$ cat config.mk
export PLATFORM = sky130hd
export DESIGN_NAME = interval_coverage_tracker_top_flat
export DESIGN_NICKNAME = d
export VERILOG_FILES = /design/src/design/icov_pkg.sv /design/src/design/icov_if.sv /design/src/design/icov_div.sv /design/src/design/interval_coverage_tracker_top.sv /design/src/flat_wrapper.sv
export SDC_FILE = /design/constraint.sdc
export NUM_CORES = 2
export LEC_CHECK = 0
export BUFFER_PORTS_ARGS = -buffer_cell sky130_fd_sc_hd__clkbuf_2
export CAP_MARGIN = 20
export CORE_AREA = 3 3 311 313
export CTS_BUF_LIST = sky130_fd_sc_hd__clkbuf_4 sky130_fd_sc_hd__clkbuf_8
export DETAILED_ROUTE_END_ITERATION = 8
export DIE_AREA = 0 0 314 316
export GPL_TIMING_DRIVEN = 0
export HOLD_SLACK_MARGIN = 0.06
export PLACE_DENSITY = 0.68
export SLEW_MARGIN = 5
export SYNTH_ARGS = -nofsm -noshare
export SYNTH_HDL_FRONTEND = slang
export SYNTH_SLANG_ARGS = --single-unit
$ cat constraint.sdc
create_clock -name clk -period 8.25 [get_ports clk]
set_input_delay 2.475 -clock clk [delete_from_list [all_inputs] [get_ports clk]]
set_output_delay 2.475 -clock clk [all_outputs]
set_load 0.1 [all_outputs]
$ cat src/design/icov_pkg.sv
// ----------------------------------------------------------------------------
// icov_pkg
// Shared types, widths and constants of the interval coverage tracker.
// ----------------------------------------------------------------------------
`default_nettype none

package icov_pkg;

  localparam int VAL_W      = 64;
  localparam int CNT_W      = 45;
  localparam int COV_W      = 20;
  localparam int CFG_DATA_W = 20;
  localparam int CFG_IDX_W  = 1;
  localparam int PROD_W     = CNT_W + COV_W;
  localparam int DIV_STEPS  = COV_W;
  localparam int STEP_W     = $clog2(DIV_STEPS);
  localparam int REM_W      = CNT_W + 1;

  localparam logic [COV_W-1:0] PPM_SCALE = COV_W'(1000000);
  localparam logic [CNT_W-1:0] OBS_LIMIT = CNT_W'(64'd18446744073709);

  localparam logic [CFG_IDX_W-1:0] REG_EXPECTED  = 1'b0;
  localparam logic [CFG_IDX_W-1:0] REG_TOLERANCE = 1'b1;

  localparam logic KIND_OBSERVE   = 1'b0;
  localparam logic KIND_CLEAR     = 1'b1;
  localparam logic STATUS_OK      = 1'b0;
  localparam logic STATUS_INVALID = 1'b1;

  typedef enum logic [2:0] {
    ST_IDLE,
    ST_UPDATE,
    ST_MUL,
    ST_DIV,
    ST_WB
  } fsm_state_t;

  typedef struct packed {
    logic              start;
    logic [PROD_W-1:0] num;
    logic [CNT_W-1:0]  den;
  } div_req_t;

  typedef struct packed {
    logic             busy;
    logic [COV_W-1:0] quot;
  } div_rsp_t;

endpackage

`default_nettype wire

$ cat src/design/icov_if.sv
// ----------------------------------------------------------------------------
// icov_if
// Valid/ready channels of the interval coverage tracker.
// ----------------------------------------------------------------------------
`default_nettype none

interface icov_in_if;
  logic                                valid;
  logic                                ready;
  logic                                kind;
  logic signed [icov_pkg::VAL_W-1:0]   interval_low;
  logic signed [icov_pkg::VAL_W-1:0]   interval_high;
  logic signed [icov_pkg::VAL_W-1:0]   realized;

  modport source (output valid, kind, interval_low, interval_high, realized, input ready);
  modport sink   (input valid, kind, interval_low, interval_high, realized, output ready);
endinterface

interface icov_out_if;
  logic                           valid;
  logic                           ready;
  logic                           status;
  logic [icov_pkg::CNT_W-1:0]     observation_count;
  logic [icov_pkg::CNT_W-1:0]     covered_count;
  logic [icov_pkg::COV_W-1:0]     coverage;
  logic                           within_band;

  modport source (output valid, status, observation_count, covered_count, coverage,
                  within_band, input ready);
  modport sink   (input valid, status, observation_count, covered_count, coverage,
                  within_band, output ready);
endinterface

interface icov_cfg_if;
  logic                              valid;
  logic                              ready;
  logic [icov_pkg::CFG_IDX_W-1:0]    index;
  logic [icov_pkg::CFG_DATA_W-1:0]   data;

  modport source (output valid, index, data, input ready);
  modport sink   (input valid, index, data, output ready);
endinterface

`default_nettype wire

$ cat src/design/icov_div.sv
// ----------------------------------------------------------------------------
// icov_div
// Restoring divider, one quotient bit per cycle. Expects num < den * 2^COV_W.
// ----------------------------------------------------------------------------
`default_nettype none

module icov_div (
  input  wire logic               clk,
  input  wire logic               rst,
  input  wire icov_pkg::div_req_t req,
  output      icov_pkg::div_rsp_t rsp
);

  logic                              busy;
  logic [icov_pkg::STEP_W-1:0]       step;
  logic [icov_pkg::REM_W-1:0]        rem;
  logic [icov_pkg::COV_W-1:0]        low_bits;
  logic [icov_pkg::COV_W-1:0]        quot;
  logic [icov_pkg::CNT_W-1:0]        den;
  logic [icov_pkg::REM_W-1:0]        trial;
  logic [icov_pkg::REM_W-1:0]        diff;
  logic                              fits;

  always_comb begin
    trial = {rem[icov_pkg::CNT_W-1:0], low_bits[icov_pkg::COV_W-1]};
    diff  = trial - {1'b0, den};
    fits  = trial >= {1'b0, den};
  end

  always_ff @(posedge clk) begin
    if (rst) begin
      busy <= 1'b0;
      step <= '0;
    end else if (req.start) begin
      busy <= 1'b1;
      step <= '0;
    end else if (busy) begin
      step <= step + 1'b1;
      if (step == icov_pkg::STEP_W'(icov_pkg::DIV_STEPS - 1)) begin
        busy <= 1'b0;
      end
    end
  end

  // datapath, no reset needed
  always_ff @(posedge clk) begin
    if (req.start) begin
      // upper part of the dividend is already below the divisor
      rem      <= {1'b0, req.num[icov_pkg::PROD_W-1:icov_pkg::COV_W]};
      low_bits <= req.num[icov_pkg::COV_W-1:0];
      den      <= req.den;
      quot     <= '0;
    end else if (busy) begin
      rem      <= fits ? diff : trial;
      low_bits <= {low_bits[icov_pkg::COV_W-2:0], 1'b0};
      quot     <= {quot[icov_pkg::COV_W-2:0], fits};
    end
  end

  assign rsp.busy = busy;
  assign rsp.quot = quot;

endmodule

`default_nettype wire

$ cat src/design/interval_coverage_tracker_top.sv
// ----------------------------------------------------------------------------
// interval_coverage_tracker_top
// Counts interval observations and hits, reports coverage in ppm and band check.
// ----------------------------------------------------------------------------
// an item that leaves a nonzero count passes through the states update, multiply,
//   divide and writeback; the bit-serial divider holds the fsm in divide until it is done
// a new item is taken only in idle, once the previous one has been written back
// items leaving the count at zero skip the divider and go from multiply to writeback
// synchronous reset clears both counters, both config registers and the fsm
`default_nettype none

module interval_coverage_tracker_top (
  input wire logic  clk,
  input wire logic  rst,
  icov_in_if.sink   item,
  icov_out_if.source result,
  icov_cfg_if.sink  cfg
);

  icov_pkg::fsm_state_t state, state_next;

  logic                                 kind_q;
  logic signed [icov_pkg::VAL_W-1:0]    low_q;
  logic signed [icov_pkg::VAL_W-1:0]    high_q;
  logic signed [icov_pkg::VAL_W-1:0]    real_q;
  logic [icov_pkg::CNT_W-1:0]           obs, obs_next;
  logic [icov_pkg::CNT_W-1:0]           hits, hits_next;
  logic [icov_pkg::CNT_W-1:0]           obs_base, hits_base;
  logic                                 status_q, status_next;
  logic [icov_pkg::CFG_DATA_W-1:0]      exp_cov;
  logic [icov_pkg::CFG_DATA_W-1:0]      tol;

  logic                                 out_valid;
  logic                                 out_status;
  logic [icov_pkg::CNT_W-1:0]           out_obs;
  logic [icov_pkg::CNT_W-1:0]           out_hits;
  logic [icov_pkg::COV_W-1:0]           out_cov;
  logic                                 out_within;

  logic                                 item_take;
  logic                                 load_out;
  logic                                 div_start;
  logic                                 cfg_bad;
  logic                                 hit;
  logic                                 obs_zero;
  logic [icov_pkg::COV_W-1:0]           cov;
  logic [icov_pkg::CFG_DATA_W-1:0]      band_lo;
  logic [icov_pkg::CFG_DATA_W:0]        band_sum;
  logic [icov_pkg::CFG_DATA_W:0]        band_hi;
  logic                                 band_ok;

  icov_pkg::div_req_t div_req;
  icov_pkg::div_rsp_t div_rsp;

  icov_div u_div (
    .clk (clk),
    .rst (rst),
    .req (div_req),
    .rsp (div_rsp)
  );

  assign obs_zero = (obs == '0);

  // fsm next state
  always_comb begin
    state_next = state;
    unique case (state)
      icov_pkg::ST_IDLE:   if (item.valid) state_next = icov_pkg::ST_UPDATE;
      icov_pkg::ST_UPDATE: state_next = icov_pkg::ST_MUL;
      icov_pkg::ST_MUL:    state_next = obs_zero ? icov_pkg::ST_WB : icov_pkg::ST_DIV;
      icov_pkg::ST_DIV:    if (!div_rsp.busy) state_next = icov_pkg::ST_WB;
      icov_pkg::ST_WB:     if (!out_valid || result.ready) state_next = icov_pkg::ST_IDLE;
      default:             state_next = icov_pkg::ST_IDLE;
    endcase
  end

  // fsm outputs
  always_comb begin
    item_take = 1'b0;
    div_start = 1'b0;
    load_out  = 1'b0;
    unique case (state)
      icov_pkg::ST_IDLE:   item_take = item.valid;
      icov_pkg::ST_UPDATE: ;
      icov_pkg::ST_MUL:    div_start = !obs_zero;
      icov_pkg::ST_DIV:    ;
      icov_pkg::ST_WB:     load_out = !out_valid || result.ready;
      default:             ;
    endcase
  end

  assign item.ready = (state == icov_pkg::ST_IDLE);
  assign div_req    = '{start: div_start,
                        num: icov_pkg::PROD_W'(hits) * icov_pkg::PROD_W'(icov_pkg::PPM_SCALE),
                        den: obs};

  // counter update
  always_comb begin
    cfg_bad = (exp_cov > icov_pkg::PPM_SCALE) || (tol > icov_pkg::PPM_SCALE);
    hit     = (low_q <= real_q) && (real_q <= high_q);
    if (obs >= icov_pkg::OBS_LIMIT) begin
      obs_base  = obs >> 1;
      hits_base = hits >> 1;
    end else begin
      obs_base  = obs;
      hits_base = hits;
    end
    obs_next    = obs;
    hits_next   = hits;
    status_next = icov_pkg::STATUS_OK;
    if (kind_q == icov_pkg::KIND_CLEAR) begin
      obs_next  = '0;
      hits_next = '0;
    end else if (cfg_bad || (low_q > high_q)) begin
      status_next = icov_pkg::STATUS_INVALID;
    end else begin
      obs_next  = obs_base + 1'b1;
      hits_next = hits_base + icov_pkg::CNT_W'(hit);
    end
  end

  // band check
  always_comb begin
    cov      = obs_zero ? '0 : div_rsp.quot;
    band_lo  = (exp_cov > tol) ? (exp_cov - tol) : '0;
    band_sum = {1'b0, exp_cov} + {1'b0, tol};
    band_hi  = (band_sum > {1'b0, icov_pkg::PPM_SCALE}) ? {1'b0, icov_pkg::PPM_SCALE}
                                                          : band_sum;
    band_ok  = !obs_zero && (cov >= band_lo) && ({1'b0, cov} <= band_hi);
  end

  always_ff @(posedge clk) begin
    if (rst) begin
      state     <= icov_pkg::ST_IDLE;
      obs       <= '0;
      hits      <= '0;
      exp_cov   <= '0;
      tol       <= '0;
      out_valid <= 1'b0;
    end else begin
      state <= state_next;
      if (state == icov_pkg::ST_UPDATE) begin
        obs  <= obs_next;
        hits <= hits_next;
      end
      if (cfg.valid) begin
        unique case (cfg.index)
          icov_pkg::REG_EXPECTED:  exp_cov <= cfg.data;
          icov_pkg::REG_TOLERANCE: tol     <= cfg.data;
          default:                 ;
        endcase
      end
      if (load_out) begin
        out_valid <= 1'b1;
      end else if (result.ready) begin
        out_valid <= 1'b0;
      end
    end
  end

  // payload registers
  always_ff @(posedge clk) begin
    if (item_take) begin
      kind_q <= item.kind;
      low_q  <= item.interval_low;
      high_q <= item.interval_high;
      real_q <= item.realized;
    end
    if (state == icov_pkg::ST_UPDATE) begin
      status_q <= status_next;
    end
    if (load_out) begin
      out_status <= status_q;
      out_obs    <= obs;
      out_hits   <= hits;
      out_cov    <= cov;
      out_within <= band_ok;
    end
  end

  assign cfg.ready                = 1'b1;
  assign result.valid             = out_valid;
  assign result.status            = out_status;
  assign result.observation_count = out_obs;
  assign result.covered_count     = out_hits;
  assign result.coverage          = out_cov;
  assign result.within_band       = out_within;

endmodule

`default_nettype wire

$ cat src/flat_wrapper.sv
// flat-port wrapper written by rule: the top's interface ports become plain ports
module interval_coverage_tracker_top_flat 
  (clk, rst, item_valid, item_kind, item_interval_low, item_interval_high, item_realized, item_ready, result_valid, result_status, result_observation_count, result_covered_count, result_coverage, result_within_band, result_ready, cfg_valid, cfg_index, cfg_data, cfg_ready);
  icov_in_if item_i ();
  icov_out_if result_i ();
  icov_cfg_if cfg_i ();
  input wire logic clk;
  input wire logic rst;
  input wire logic [$bits(item_i.valid)-1:0] item_valid;
  input wire logic [$bits(item_i.kind)-1:0] item_kind;
  input wire logic [$bits(item_i.interval_low)-1:0] item_interval_low;
  input wire logic [$bits(item_i.interval_high)-1:0] item_interval_high;
  input wire logic [$bits(item_i.realized)-1:0] item_realized;
  output wire logic [$bits(item_i.ready)-1:0] item_ready;
  output wire logic [$bits(result_i.valid)-1:0] result_valid;
  output wire logic [$bits(result_i.status)-1:0] result_status;
  output wire logic [$bits(result_i.observation_count)-1:0] result_observation_count;
  output wire logic [$bits(result_i.covered_count)-1:0] result_covered_count;
  output wire logic [$bits(result_i.coverage)-1:0] result_coverage;
  output wire logic [$bits(result_i.within_band)-1:0] result_within_band;
  input wire logic [$bits(result_i.ready)-1:0] result_ready;
  input wire logic [$bits(cfg_i.valid)-1:0] cfg_valid;
  input wire logic [$bits(cfg_i.index)-1:0] cfg_index;
  input wire logic [$bits(cfg_i.data)-1:0] cfg_data;
  output wire logic [$bits(cfg_i.ready)-1:0] cfg_ready;
  assign item_i.valid = item_valid;
  assign item_i.kind = item_kind;
  assign item_i.interval_low = item_interval_low;
  assign item_i.interval_high = item_interval_high;
  assign item_i.realized = item_realized;
  assign item_ready = item_i.ready;
  assign result_valid = result_i.valid;
  assign result_status = result_i.status;
  assign result_observation_count = result_i.observation_count;
  assign result_covered_count = result_i.covered_count;
  assign result_coverage = result_i.coverage;
  assign result_within_band = result_i.within_band;
  assign result_i.ready = result_ready;
  assign cfg_i.valid = cfg_valid;
  assign cfg_i.index = cfg_index;
  assign cfg_i.data = cfg_data;
  assign cfg_ready = cfg_i.ready;
  interval_coverage_tracker_top u_core (.clk(clk), .rst(rst), .item(item_i), .result(result_i), .cfg(cfg_i));
endmodule
==> flow_summary_export.csv <==
group,metric,value,unit
timing,finalSetupViolCount,0,
synthesis,synthSimpleGateAreaFrac,0.129,
synthesis,synth_area_per_cell,9.62,sq um
cells_and_area,final_cell_area,0.0489,sq mm
cts,clk_pin_slew,0.07,ns
synthesis,muxShareOfSynthArea,0.0108,
timing,worst_slew_pin_slew,1.22,ns
cts,clock_latency,0.78,ns
outcome,outcome,"finished, final reports clean",
synthesis,synth_top_family_by_area,"adder cells",
placement,place_area,0.0466,sq mm
floorplan,core_area,0.0946,sq mm
global_routing,overflow,0,
timing,hold_viol_final,0,
floorplan,dieHeight,316,microns
power,switching_share,0.373,
synthesis,ys_warn_count,0,
global_routing,grt_pass1_wl,211000,microns
placement,place.gp.congestion,0.993,
floorplan,num_io_pins,334,
cells_and_area,final_nets,5870,
power,total_power,9.78,mW
drt,wl_met3,12200,microns
placement,dp_cells,6097,
setup_path,arrival,8.53,ns
floorplan,start_util,0.457,
power,p_seq_frac,0.389,
global_routing,grt_start_max_net_pins,66,
synthesis,synth_nets,5428,
global_routing,grt_pass1_vias,35799,
synthesis,syn_area,0.0432,sq mm
timing,min_period,7.99,ns
drt,top_layer_used,"met5",
cells_and_area,layout-drive-gt1-share,0.115,
cts,cts-htree-levels,3,
synthesis,yosysSeqAreaShare,0.359,
drt,drt.antenna.violating_nets,0,
power,powerDensity,200,mW/mm^2
timing,finalSetupTns,0,ns
hold_path,worstHoldPathType,"reg -> reg",
timing,relSlewSlack,0.180,
power,p_leak,22.3,nW
setup_path,end_kind,"flop",
timing,fin_crit_sh,0.968,
synthesis,synth_top_area_cell,"edfxtp_1",
drt,drt_iter0_drc,3493,
drt,via_count,36434,
power,p_switching,3.64,mW
cells_and_area,area_growth,13.2,%
drt,post-route-drc-count,0,
floorplan,die_area,0.0992,sq mm
synthesis,synthTopCellsByArea,"edfxtp_1 28%, ha_1 15%, fa_1 9.4%",
power,power_frac_clock,0.304,
timing,final-max-slew-violation-count,0,
drt,wl_met2,61800,microns
drt,wire_per_inst,22.2,microns
cts,cts_hold_buf,0,
drt,drt_wl_total,139000,microns
drt,drtPass1Iterations,7,
drt,met1Wirelength,58200,microns
power,p_int,6.13,mW
synthesis,ys_seq_elements,570,
timing,skew,0.0498,ns
synthesis,synthFlopType,"edfxtp_1",
cts,cts_buffer_depth,3,
floorplan,rows,113,
synthesis,synth_top_area_frac,0.285,
timing,rsz0062_at_grt,"false",
power,comb_power_share,0.308,
drt,via_per_inst,5.79,
cts,cts_buffers,101,
cells_and_area,stdcell_count,6293,
placement,io_buffers,331,
setup_path,cp_data_required_time,8.79,ns
cts,clock_tree.root_cell,"clkbuf_8",
setup_path,start_kind,"flop",
cells_and_area,fin_util,0.517,
setup_path,worstSetupPathType,"reg -> reg",
setup_path,cp_max_fo,12,
flow_run,max_cap_violations,0,
global_routing,antenna_found_initial,7,
power,peakVddDrop,0.000292,V
global_routing,grt_usage,0.277,
synthesis,synth_edf_count,410,
cts,cts.sinks,570,
placement,detailed_place_hpwl,108000,microns
floorplan,die_w,314,microns
cts,cts_tree,"done",
timing,fmax,125,MHz
synthesis,synth-xor-area-share,0.0276,
synthesis,synth-async-reset-ratio,0,
synthesis,synth-adder-area-share,0.243,
synthesis,syn_inst,4493,
synthesis,yosysUniqueCellTypes,89,
synthesis,synth-compound-area-share,0.168,
[power groups by stage]
| stage | logic (mW) | clock network [mW] | registers (mW) |
|---|---|---|---|
| final | 3.01 | 2.97 | 3.80 |
| after global routing | 3.31 | 3.17 | 3.84 |
| after CTS | 3.00 | 3.04 | 3.80 |
| after detailed placement | 2.99 | 0 | 3.86 |
| after global placement | 2.88 | 0 | 3.98 |
| after floorplan | 1.56 | 0 | 4.46 |
[logic make-up (layout without fill, tap and decap cells)]
logic type / after synthesis / in the layout
AO/OA/AOI/OAI: 1138 / 1138
XOR/XNOR: 136 / 136
other: 1 / 5
multiplexers: 46 / 46
adder cells (fa/ha/maj): 716 / 716
buffers and inverters: 711 / 1242
AND/OR/NAND/NOR: 1175 / 1175
flip-flops: 570 / 570
[stage by stage]
step / hold slack [ns] / setup WS, ns
after floorplan: 0.400 / 0.566
after global placement: 0.466 / -0.966
after detailed placement: 0.471 / 0.120
after CTS: 0.478 / 0.114
after global routing: 0.509 / 0.0151
final: 0.475 / 0.260
[metal layers]
metal / track usage / vias to the layer above
li1: - / 17000
met3: 0.0564 / 400
met2: 0.433 / 1699
met4: 0.140 / 4
met5: 0 / -
met1: 0.367 / 17331
[cell type report]
cell class,count,area [sq um]
Fill cell,8790,45700
Clock buffer,121,1550
Multi-Input combinational cell,3212,25000
Sequential cell,570,15500
Tap cell,1265,1580
Buffer,180,714
Inverter,531,1990
Timing Repair Buffer,339,1820
Antenna cell,4,10.0
Clock inverter,71,707
[synth_stat cells (58+ instances only)]
| master | count |
|---|---|
| inv_1 | 529 |
| ha_1 | 513 |
| edfxtp_1 | 410 |
| nand2_1 | 402 |
| a21oi_1 | 374 |
| nor2_1 | 269 |
| o21ai_0 | 222 |
| fa_1 | 203 |
| dfxtp_1 | 160 |
| clkbuf_1 | 147 |
| a21o_1 | 109 |
| xnor2_1 | 98 |
| nand4_1 | 93 |
| nand3_1 | 89 |
| nor3_1 | 75 |
| nor2b_1 | 58 |
[registers in the layout, indices dropped and copies added (netlist names), 20 cells and up]
| signal | flops |
|---|---|
| u_core.u_div.quot | 20 |
| u_core.obs | 45 |
| u_core.u_div.den | 45 |
| u_core.exp_cov | 20 |
| u_core.high_q | 64 |
| u_core.result.coverage | 20 |
| u_core.u_div.rem | 45 |
| u_core.result.observation_count | 45 |
| u_core.real_q | 64 |
| u_core.low_q | 64 |
| u_core.tol | 20 |
| u_core.hits | 45 |
| u_core.result.covered_count | 45 |
[final timing paths]
check                           slack, ns  cells past startpoint                   end             from
worst max register to register       0.26                     22  u_core.u_div.rem[32]  u_core.hits[12]
worst min register to register       0.47                      2         u_core.tol[5]    u_core.tol[5]
worst max-delay path                 0.26                     22  u_core.u_div.rem[32]  u_core.hits[12]
worst min-delay path                 0.47                      2         u_core.tol[5]    u_core.tol[5]
[worst max-delay path, stage by stage, from the launching register on]
cell      delay (ns)
dfxtp_1         0.75
inv_1           0.37
fa_1            0.61
inv_1           0.06
fa_1            0.50
fa_1            0.57
fa_1            0.44
ha_1            0.29
inv_1           0.05
fa_1            0.56
inv_1           0.06
ha_1            0.39
a21o_1          0.21
a21o_1          0.17
a21oi_1         0.18
o21ai_0         0.19
nor3_1          0.97
o31ai_1         0.30
a31oi_1         0.33
o21bai_1        0.09
a21oi_1         0.18
xnor2_1         0.17
mux2_2          0.30
[what timing repair did]
| item | in CTS | in global routing |
|---|---|---|
| setup endpoints to repair | 0 | 25 |
| buffers inserted | 0 | 0 |
| resized for setup | 0 | 14 |
[layout by cell type, fill, tap and decap left out, drive strengths merged, types with 20 or more instances in the layout]
cell,instances
and3,34
nand2b,36
o21bai,25
nand4,93
nor3,75
xnor2,98
nand3,89
o21ai,228
o31ai,28
nor4,29
buf,41
nand2,404
nor2b,58
edfxtp,410
a211oi,50
dfxtp,160
and2,24
xor2,38
clkbuf,599
a31oi,49
a21oi,376
o22ai,21
inv,532
a22oi,21
a21o,109
o21a,20
nor2,269
fa,203
mux2i,41
clkinv,48
o211ai,34
ha,513
No activity file was read; power rests on OpenSTA's default activity.
